[src/sv/stt_pkg.sv]
// shared types and constants for the transposition table
`timescale 1ns / 1ps

package stt_pkg;

   localparam int KEY_W   = 64;
   localparam int DEPTH_W = 8;
   localparam int BOUND_W = 2;
   localparam int SCORE_W = 20;
   localparam int PLY_W   = 8;
   localparam int MOVE_W  = 16;

   // mate range limits
   localparam logic signed [SCORE_W-1:0] MATE_LOW      = 20'sd99000;
   localparam logic signed [SCORE_W-1:0] MATE_HIGH     = 20'sd100000;
   localparam logic signed [SCORE_W-1:0] NEG_MATE_LOW  = -20'sd99000;
   localparam logic signed [SCORE_W-1:0] NEG_MATE_HIGH = -20'sd100000;

   localparam logic [BOUND_W-1:0] BOUND_EXACT = 2'd0;
   localparam logic [BOUND_W-1:0] BOUND_UPPER = 2'd1;
   localparam logic [BOUND_W-1:0] BOUND_LOWER = 2'd2;

   localparam logic [MOVE_W-1:0] NULL_MOVE = '0;

   typedef enum logic [1:0] {
      MODE_PROBE = 2'd0,
      MODE_STORE = 2'd1,
      MODE_CLEAR = 2'd2,
      MODE_NOP   = 2'd3
   } mode_type;

   typedef enum logic [1:0] {
      ST_INIT,
      ST_IDLE,
      ST_EXEC,
      ST_CLEAR
   } state_type;

   typedef struct packed {
      mode_type                    mode;
      logic [KEY_W-1:0]            position_key;
      logic [DEPTH_W-1:0]          search_depth;
      logic signed [SCORE_W-1:0]   node_score;
      logic [BOUND_W-1:0]          bound_kind;
      logic [PLY_W-1:0]            ply_from_root;
      logic [MOVE_W-1:0]           best_move_in;
      logic signed [SCORE_W-1:0]   window_low;
      logic signed [SCORE_W-1:0]   window_high;
   } req_payload_type;

   typedef struct packed {
      logic                        key_match;
      logic                        cutoff_valid;
      logic signed [SCORE_W-1:0]   cutoff_score;
      logic [MOVE_W-1:0]           stored_move;
      logic                        op_done;
   } rsp_payload_type;

   typedef struct packed {
      logic capture;    // input transfer: latch item, read entry
      logic sweep;      // write zeros at the sweep counter
      logic sweep_all;  // sweep also zeroes depth, bound and score
      logic finish;     // write back a store and load the result
   } cmd_type;

   typedef struct packed {
      logic sweep_last;
      logic out_free;
   } status_type;

endpackage

[src/sv/stt_ctrl.sv]
// sequencing of reset sweep, probe/store, clear and result hand-off
`timescale 1ns / 1ps

module stt_ctrl (
   input  logic                  clock,
   input  logic                  reset,
   input  logic                  req_valid,
   input  stt_pkg::mode_type     req_mode,
   input  stt_pkg::status_type   status,
   output logic                  req_ready,
   output stt_pkg::cmd_type      cmd
);

   stt_pkg::state_type state_ff, state_in;

   always_ff @(posedge clock) begin
      if (reset) begin
         state_ff <= stt_pkg::ST_INIT;
      end else begin
         state_ff <= state_in;
      end
   end

   always_comb begin
      state_in = state_ff;
      case (state_ff)
         stt_pkg::ST_INIT: begin
            if (status.sweep_last) state_in = stt_pkg::ST_IDLE;
         end
         stt_pkg::ST_IDLE: begin
            if (req_valid) begin
               if (req_mode == stt_pkg::MODE_CLEAR) state_in = stt_pkg::ST_CLEAR;
               else state_in = stt_pkg::ST_EXEC;
            end
         end
         stt_pkg::ST_CLEAR: begin
            if (status.sweep_last) state_in = stt_pkg::ST_EXEC;
         end
         stt_pkg::ST_EXEC: begin
            if (status.out_free) state_in = stt_pkg::ST_IDLE;
         end
         default: begin
            state_in = stt_pkg::ST_INIT;
         end
      endcase
   end

   always_comb begin
      req_ready     = 1'b0;
      cmd           = '0;
      case (state_ff)
         stt_pkg::ST_INIT: begin
            cmd.sweep     = 1'b1;
            cmd.sweep_all = 1'b1;
         end
         stt_pkg::ST_IDLE: begin
            req_ready   = 1'b1;
            cmd.capture = req_valid;
         end
         stt_pkg::ST_CLEAR: begin
            cmd.sweep = 1'b1;
         end
         stt_pkg::ST_EXEC: begin
            cmd.finish = status.out_free;
         end
         default: begin
            req_ready = 1'b0;
         end
      endcase
   end

endmodule

[config.mk]
export PLATFORM = sky130hd
export DESIGN_NAME = stt_ctrl
export DESIGN_NICKNAME = d
export VERILOG_FILES = /design/src/sv/stt_pkg.sv /design/src/sv/stt_ctrl.sv
export SDC_FILE = /design/constraint.sdc
export NUM_CORES = 1
export LEC_CHECK = 0
export BUFFER_PORTS_ARGS = -buffer_cell sky130_fd_sc_hd__buf_2
export CORE_AREA = 4 4 41 43
export CTS_BUF_LIST = sky130_fd_sc_hd__clkbuf_4 sky130_fd_sc_hd__clkbuf_8
export DETAILED_ROUTE_END_ITERATION = 8
export DIE_AREA = 0 0 45 47
export MAX_ROUTING_LAYER = met4
export PLACE_DENSITY_LB_ADDON = 0.08
export SKIP_CTS_REPAIR_TIMING = 1
export SYNTH_ARGS = -nofsm -noshare
export SYNTH_HDL_FRONTEND = slang
export SYNTH_SLANG_ARGS = --single-unit
[constraint.sdc]
create_clock -name clock -period 1.8 [get_ports clock]
set_clock_uncertainty 0.15 [all_clocks]
set_input_delay 0 -clock clock [delete_from_list [all_inputs] [get_ports clock]]
set_output_delay 0 -clock clock [all_outputs]
set_load 0.03 [all_outputs]
==> results of run 1 <==
per-stage QoR:
step | area, µm² | hold WS (ns)
after floorplan | 195 | -0.0779
after global placement | 269 | 0.0354
after detailed placement | 269 | 0.0409
after CTS | 292 | -0.197
after global routing | 312 | 0.0164
final | 312 | 0.00889
layout make-up:
type                            count  area share [%]
Clock buffer                        3            7.23
Tap cell                           15            6.02
Inverter                            4            4.82
Multi-Input combinational cell     16            45.0
Sequential cell                     2            12.9
Timing Repair Buffer               13            24.1
worst reg2reg max path, stage by stage (launching register included):
cell	delay (ns)
dfxtp_1	0.38
inv_1	0.08
ha_1	0.24
o21bai_4	0.15
a31oi_1	0.10
a311oi_1	0.25
layout by cell type (no fill, tap or decap):
master / n
buf_2: 11
inv_1: 4
ha_1: 4
and2_1: 3
a31oi_1: 3
clkbuf_4: 3
nand2b_1: 2
a311oi_1: 2
dlygate4sd3_1: 2
dfxtp_1: 2
o21bai_4: 1
nor2_1: 1
layer usage:
| layer | vias to the layer above | routed length, µm | track usage (%) |
|---|---|---|---|
| met5 | - | 0 | - |
| met4 | 0 | 0 | 3.51 |
| met3 | 0 | 34 | 1.53 |
| met2 | 6 | 244 | 8.47 |
| met1 | 91 | 224 | 6.55 |
| li1 | 109 | - | - |
logic make-up (layout without fill, tap and decap cells):
kind of cell,count (synthesis),after routing,synth area share (%)
flops,2,2,20.5
buf+inv,4,20,7.69
fa+ha+maj,4,4,25.6
simple gates,6,6,17.9
compound gates,6,6,28.2
path summary, 6_finish.rpt:
path / to / slack, ns / start / cells after the start
worst min-delay path: state_ff[0] / 0.009 / req_mode[1] / 3
worst min register to register: state_ff[1] / 0.44 / state_ff[1] / 2
worst max-delay path: state_ff[0] / 0.36 / state_ff[0] / 5
worst max register to register: state_ff[0] / 0.36 / state_ff[0] / 5
power by group through the flow:
stage          sequential (mW)  clock, mW  combinational, mW
3_5_place_dp            0.0860          0              0.324
3_3_place_gp            0.0838          0              0.322
5_1_grt                 0.0859      0.109              0.359
4_1_cts                 0.0848      0.104              0.325
2_1_floorplan           0.0777          0              0.250
6_report                0.0837     0.0970              0.321
==> results.md, run 1 <==
- Outcome: finished, final reports clean
- Clock share of power: 19.3%
- Die Y-Extent: 47 µm
- Mean routed wirelength per cell: 9.49 µm
- Clock sink total: 2
- Peak supply drop: 0.318 mV
- Tmin final: 1.44 ns
- Routed vias/inst: 3.89
- Worst endpoint data arrival time: 1.41 ns
- Pwr/cell area: 1610 nW/µm²
- Grt ovf: 0
- Seq pwr share: 16.7%
- DIE AREA: 2120 µm²
- Clock Pin Slew Worst Setup and Hold Paths: 0.03 ns
- Seq/Total Area, Yosys: 20.5%
- IO Count: 12
- Total track usage: 5.61%
- Largest net degree at the start of global routing: 6
- Number of enable flip-flop cells after synthesis: 0
- GPL Wtd Cong: 0.682
- Placed cells: 48
- Post-synth top cells: ha_1 (4), inv_1 (4), a31oi_1 (3), and2_1 (3)
- Yosys reg bits: 2
- Layout cells sized above 1: 39.5%
- Synthesized area: 195 µm²
- Total number of vias: 206
- Gate power share: 64.0%
- Total chip power: 502 µW
- Leak: 0.156 nW
- Pint: 248 µW
- Slew headroom: 85.8%
- Syn Area/Cell: 8.87 µm²
- Storage cell area: 40.0 µm²
- Most flop-heavy register: state_ff
- Sw power: 254 µW
- Vias in the first global route: 193
- Drt first pass iters: 3
- Residual DRC: 0
- Worst skew pair latency: 0.22 ns
- Final wirelength: 503 µm
- CP cell instances: inv_1 -> ha_1 -> o21bai_4 -> a31oi_1 -> a311oi_1
- Final worst slack: 0.359 ns
- Core area: 1300 µm²
- Multi-input logic area: 140 µm²
- DRT iter0 DRCs: 1
- Crit path buf inv count: 1
- Area leader, netlist: ha_1
- Fin crit share: 80.1%
- Clock H-tree levels: 1
- Global-route wire length before repair: 814 µm
- Setup TNS: 0 ns
- Dominant synthesized flop cell: dfxtp_1
- Critical path class: reg2reg
- Die X: 45 µm
- ANT cells: 0
- Final Setup Violations: 0
- Slew @ Worst Pin: 0.212 ns
- CTS tree: yes
- Fillers: 155
- Slowest cell on the critical path: dfxtp_1
- Async SR Flop Fraction: 0%
- Clock buffer depth: 2
- Max-slew violations: 0
- Worst Path Required: 1.77 ns
- Final hold violations: 0
- Final nets: 51
- Fin util: 23.9%
- Clk root buf: clkbuf_4
- Startpoint Class: flip-flop
- Fmax: 694 MHz
- Ranking of synthesized cells by area: ha_1 (26%), dfxtp_1 (21%), a31oi_1 (9.6%), and2_1 (9.6%), o21bai_4 (9.6%)
- Yosys cell types: 9
- CP max stage delay: 0.38 ns
- Max Cap Violations: 0
- # port buffers: 11
- Cell count after synthesis: 22
- Rows: 13
- Area Overhead vs Synth: 59.6%
- Delay-heaviest family, CP: compound AO/OA/AOI/OAI gates
- Initial Util: 15.0%
- Num CTS Buffers: 3
- Critical Path End Type: flip-flop
- Warnings from Yosys: 0
- Post-route antenna net violation count: 0
- Pre-CTS setup slack: 0.338 ns
- Biggest regs: state_ff (2)
- Placed wire-length estimate: 437 µm
- Worst min path class: in2reg
- Max reg flops: 2
- Initial antenna violation count: 0
- Crit Path Max Fanout: 4
- Final Non-Filler Cells: 53
- Synth top area share: 25.6%
- Syn Nets: 33
- Unrepaired setup endpoints after global routing: false
- Switching Fraction: 50.5%
(Power assumes the default switching activity.)
==> run 2, diff against run 1 <==
==> constraint.sdc (replaced) <==
create_clock -name clock -period 1.4 [get_ports clock]
set_clock_uncertainty 0.15 [all_clocks]
set_input_delay 0 -clock clock [delete_from_list [all_inputs] [get_ports clock]]
set_output_delay 0 -clock clock [all_outputs]
set_load 0.03 [all_outputs]
==> run 2 against run 1 <==
Compared with the run above:
- setup slack got worse by 0.30 ns
- non-clock buffer count did not move
- total power rose by 48%
- sequential power rose by 48%
- combinational power rose by 52%
- clock-buffer cell count did not move
- die area did not move
- final cell count did not move
- sequential share of layout area rose by 0.29 points
- flip-flop and latch count did not move
- critical path type unchanged
- critical endpoint is now state_ff[1]
- highest routed layer is now met4
==> results.md, run 2 (synthesis gave the netlist of run 1 again) <==
- Largest net degree at the start of global routing: 6
- R2R depth: 4
- IO Count: 12
- Die Y-Extent: 47 µm
- Max-slew violations: 0
- Post-route antenna net violation count: 0
- Fmax: 743 MHz
- DIE AREA: 2120 µm²
- Global-route wire length before repair: 814 µm
- Crit Path Max Fanout: 4
- Hold-critical path depth: 3
- Fillers: 160
- Worst min path class: in2reg
- Pre-CTS setup slack: -0.0197 ns
- Rows: 13
- Most common cell after layout, fill and taps aside: buf_2
- Final hold violations: 0
- Residual DRC: 0
- Worst r2r src: state_ff[0]
- Leak: 0.159 nW
- Startpoint Class: flip-flop
- Initial antenna violation count: 0
- Max reg flops: 2
- ANT cells: 0
- Biggest regs: state_ff (2)
- Worst Path Required: 1.38 ns
- Clock buffer depth: 2
- Critical Path End Type: flip-flop
- Tmin final: 1.35 ns
- Critical path class: reg2reg
- Most flop-heavy register: state_ff
- Pwr/cell area: 2170 nW/µm²
- Most frequent cells in the layout: buf_2 (11), inv_1 (3), a31oi_1 (3), clkbuf_4 (3)
- Clk root buf: clkbuf_4
- Routed vias/inst: 3.96
- Fin Hold WS: 0.0363 ns
- Vias in the first global route: 195
- Mean routed wirelength per cell: 9.94 µm
- GPL Wtd Cong: 0.658
- Max Cap Violations: 0
- Core area: 1300 µm²
- Worst endpoint data arrival time: 1.33 ns
- Area Overhead vs Synth: 75.6%
- Drt first pass iters: 2
- Reg2reg setup slack: 0.05 ns
- Initial Util: 15.0%
- Outcome: finished, final reports clean
- CTS tree: yes
- Unrepaired setup endpoints after global routing: false
- Total track usage: 5.70%
- Final worst slack: 0.0543 ns
- Setup TNS: 0 ns
- Final instance area: 343 µm²
- Grt ovf: 0
- Slew @ Worst Pin: 0.197 ns
- Die X: 45 µm
- Worst skew pair latency: 0.23 ns
- Min-Delay Endpoint: state_ff[0]
- Slew headroom: 86.8%
- Fin crit share: 96.1%
- Layout cells sized above 1: 65.8%
- Final nets: 51
- Clock H-tree levels: 1
- Hold Startpoint: req_mode[1]
- Area after DPL: 282 µm²
- # port buffers: 11
- Fin util: 26.3%
- Clock sink total: 2
- Total number of vias: 210
- Final wirelength: 527 µm
- Peak supply drop: 0.440 mV
- Clock Pin Slew Worst Setup and Hold Paths: 0.03 ns
- DRT iter0 DRCs: 1
- Num CTS Buffers: 3
- Crit Reg-Reg Endpoint: state_ff[1]
- Final Setup Violations: 0
-- run 2: critical path, stage by stage (launching register included) --
cell      delay [ns]
dfxtp_4         0.35
ha_1            0.25
o21bai_4        0.17
a31oi_1         0.10
a311oi_1        0.23
-- run 2: per-stage QoR --
stage               power (mW)  cells
finish                   0.742     53
global route             0.797     53
CTS                      0.690     52
detailed placement       0.557     49
global placement         0.545     49
floorplan                0.435     22
-- run 2: report_power, final --
| group | switching (mW) | internal (mW) | total (mW) |
|---|---|---|---|
| clock network | 0.0348 | 0.0947 | 0.129 |
| logic | 0.295 | 0.194 | 0.489 |
| registers | 0.0330 | 0.0910 | 0.124 |
| total | 0.363 | 0.379 | 0.742 |
-- run 2: worst max path at each step --
stage	slack, ns	from	depth (start not counted)	end
2_1_floorplan	0.02	state_ff[1]	5	state_ff[0]
3_3_place_gp	-0.02	state_ff[0]	5	state_ff[0]
3_5_place_dp	-0.02	state_ff[0]	5	state_ff[0]
4_1_cts	-0.03	state_ff[1]	5	state_ff[0]
5_1_grt	0.004	state_ff[0]	4	state_ff[0]
6_report	0.05	state_ff[0]	4	state_ff[1]
-- run 2: routing by layer --
metal,up-vias,part of all wire [%],track usage [%]
met5,-,0,-
met4,0,3.8,5.26
met3,2,8.3,0
met2,9,48,9.89
met1,90,40,5.88
li1,109,-,-
-- run 2: cell type report --
| class | count | area (µm²) | share of cell area, % |
|---|---|---|---|
| repair buffers | 13 | 72.6 | 21.2 |
| inverters | 4 | 15.0 | 4.38 |
| well taps | 15 | 18.8 | 5.47 |
| flip-flops and latches | 2 | 45.0 | 13.1 |
| clock buffers | 3 | 22.5 | 6.57 |
| multi-input cells | 16 | 169 | 49.3 |
==> run 3, diff against run 2 <==
--- a/config.mk
+++ b/config.mk
@@ -6,10 +6,10 @@
 export NUM_CORES = 1
 export LEC_CHECK = 0
 export BUFFER_PORTS_ARGS = -buffer_cell sky130_fd_sc_hd__buf_2
-export CORE_AREA = 4 4 41 43
+export CORE_AREA = 2 2 39 41
 export CTS_BUF_LIST = sky130_fd_sc_hd__clkbuf_4 sky130_fd_sc_hd__clkbuf_8
 export DETAILED_ROUTE_END_ITERATION = 8
-export DIE_AREA = 0 0 45 47
+export DIE_AREA = 0 0 41 43
 export MAX_ROUTING_LAYER = met4
 export PLACE_DENSITY_LB_ADDON = 0.08
 export SKIP_CTS_REPAIR_TIMING = 1
==> run 3 against run 2 <==
Compared with the run above:
- largest cell class unchanged
- die area decreased by 17%
- clock-buffer cell count unchanged
- the run now ends with negative hold slack left
- clock power is essentially flat
- register-to-register slack better by 0.04 ns
- non-clock buffer count unchanged
- critical path type is now reg2out
- final area increased by 1.5%
- final cell count up 1.9%
- first-iteration DRC count is 100% higher
==> results.md, run 3 (synthesis gave the netlist of run 1 again) <==
- Outcome: complete, but fails checks
- Failing checks: negative hold slack
- Area Overhead vs Synth: 78.2%
- Placed wire-length estimate: 401 µm
- Fin Hold WS: -0.0110 ns
- Global-route wire length before repair: 772 µm
- Final worst slack: 0.0796 ns
- Final hold violations: 1
- Pint: 388 µW
- Sw power: 369 µW
- CP max stage delay: 0.37 ns
- Grt ovf: 0
- Residual DRC: 0
- Die Y-Extent: 43 µm
- Initial Util: 14.1%
- Max Cap Violations: 0
- Clock buffer depth: 2
- IO Count: 12
- Peak supply drop: 0.466 mV
- Vias in the first global route: 208
- Critical path class: reg2out
- Worst Path Required: 1.25 ns
- Drt first pass iters: 3
- Total number of vias: 212
- Max reg flops: 2
- Clk root buf: clkbuf_4
- Startpoint Class: flip-flop
- ANT cells: 0
- Largest net degree at the start of global routing: 6
- Max-slew violations: 0
- Routed vias/inst: 3.93
- Total chip power: 757 µW
- Worst min path class: in2reg
- CTS tree: yes
- Fmax: 757 MHz
- Fin crit share: 94.3%
- Slew @ Worst Pin: 0.203 ns
- Core area: 1380 µm²
- Slowest cell on the critical path: dfxtp_4
- Most common cell after layout, fill and taps aside: buf_2
- Total track usage: 7.08%
- Crit Path Max Fanout: 4
- Reg2reg setup slack: 0.09 ns
- Rows: 14
- Biggest regs: state_ff (2)
- Num CTS Buffers: 3
- Slew headroom: 86.4%
- Critical Path End Type: primary output
- GPL Wtd Cong: 0.609
- Clock share of power: 16.6%
- Pwr/cell area: 2180 nW/µm²
- Initial antenna violation count: 0
- Leak: 0.156 nW
- # port buffers: 11
- Final wirelength: 525 µm
- Unrepaired setup endpoints after global routing: true
- Final nets: 51
- Most flop-heavy register: state_ff
- Mean routed wirelength per cell: 9.72 µm
- DRT iter0 DRCs: 2
- Delay-heaviest family, CP: flip-flops
- Worst endpoint data arrival time: 1.17 ns
- Setup TNS: 0 ns
- Most frequent cells in the layout: buf_2 (11), and2_1 (3), a31oi_1 (3), clkbuf_4 (3)
- Worst skew pair latency: 0.22 ns
- CP cell instances: inv_2 -> ha_1 -> and2_1 -> buf_2
- DIE AREA: 1760 µm²
- Seq pwr share: 17.6%
- Die X: 41 µm
- Clock sink total: 2
- Clock Pin Slew Worst Setup and Hold Paths: 0.03 ns
- Post-route antenna net violation count: 0
- Clock H-tree levels: 1
- Final Setup Violations: 0
- Crit path buf inv count: 2
- Tmin final: 1.32 ns
- Layout cells sized above 1: 63.2%
- Switching Fraction: 48.8%
- Gate power share: 65.8%
- Fin util: 25.1%
- Pre-CTS setup slack: -0.0242 ns
-- run 3: metrics by stage --
stage	cell area, µm²	cells
final	348	54
after global routing	348	54
after CTS	305	53
after detailed placement	283	50
after global placement	283	50
after floorplan	200	22
-- run 3: final timing paths --
path / startpoint / to / cells past startpoint
min reg2reg: state_ff[1] / state_ff[1] / 2
min: req_mode[1] / state_ff[0] / 3
max reg2reg: state_ff[0] / state_ff[0] / 5
max: state_ff[0] / cmd[0] / 4
-- run 3: final cells by class --
type | instances | area [µm²]
clock buffers | 3 | 22.5
fillers | 164 | 1040
inverters | 4 | 17.5
multi-input cells | 16 | 170
flip-flops and latches | 2 | 45.0
well taps | 16 | 20.0
repair buffers | 13 | 72.6
-- run 3: power by group through the flow --
stage          combinational, mW  clock [mW]  sequential [mW]
5_1_grt                    0.539       0.147            0.140
2_1_floorplan              0.335           0            0.100
3_3_place_gp               0.434           0            0.111
6_report                   0.498       0.126            0.133
3_5_place_dp               0.437           0            0.112
4_1_cts                    0.440       0.137            0.111
-- run 3: worst min-delay path, stage by stage --
cell	delay [ns]
buf_2	0.10
a31oi_1	0.12
a311oi_1	0.10
-- run 3: metal layers --
metal / part of all wire (%) / vias up / GRT usage, %
li1: - / 110 / -
met1: 40 / 95 / 7.32
met2: 55 / 7 / 9.69
met3: 5.0 / 0 / 1.57
met4: 0 / 0 / 8.00
met5: 0 / - / -
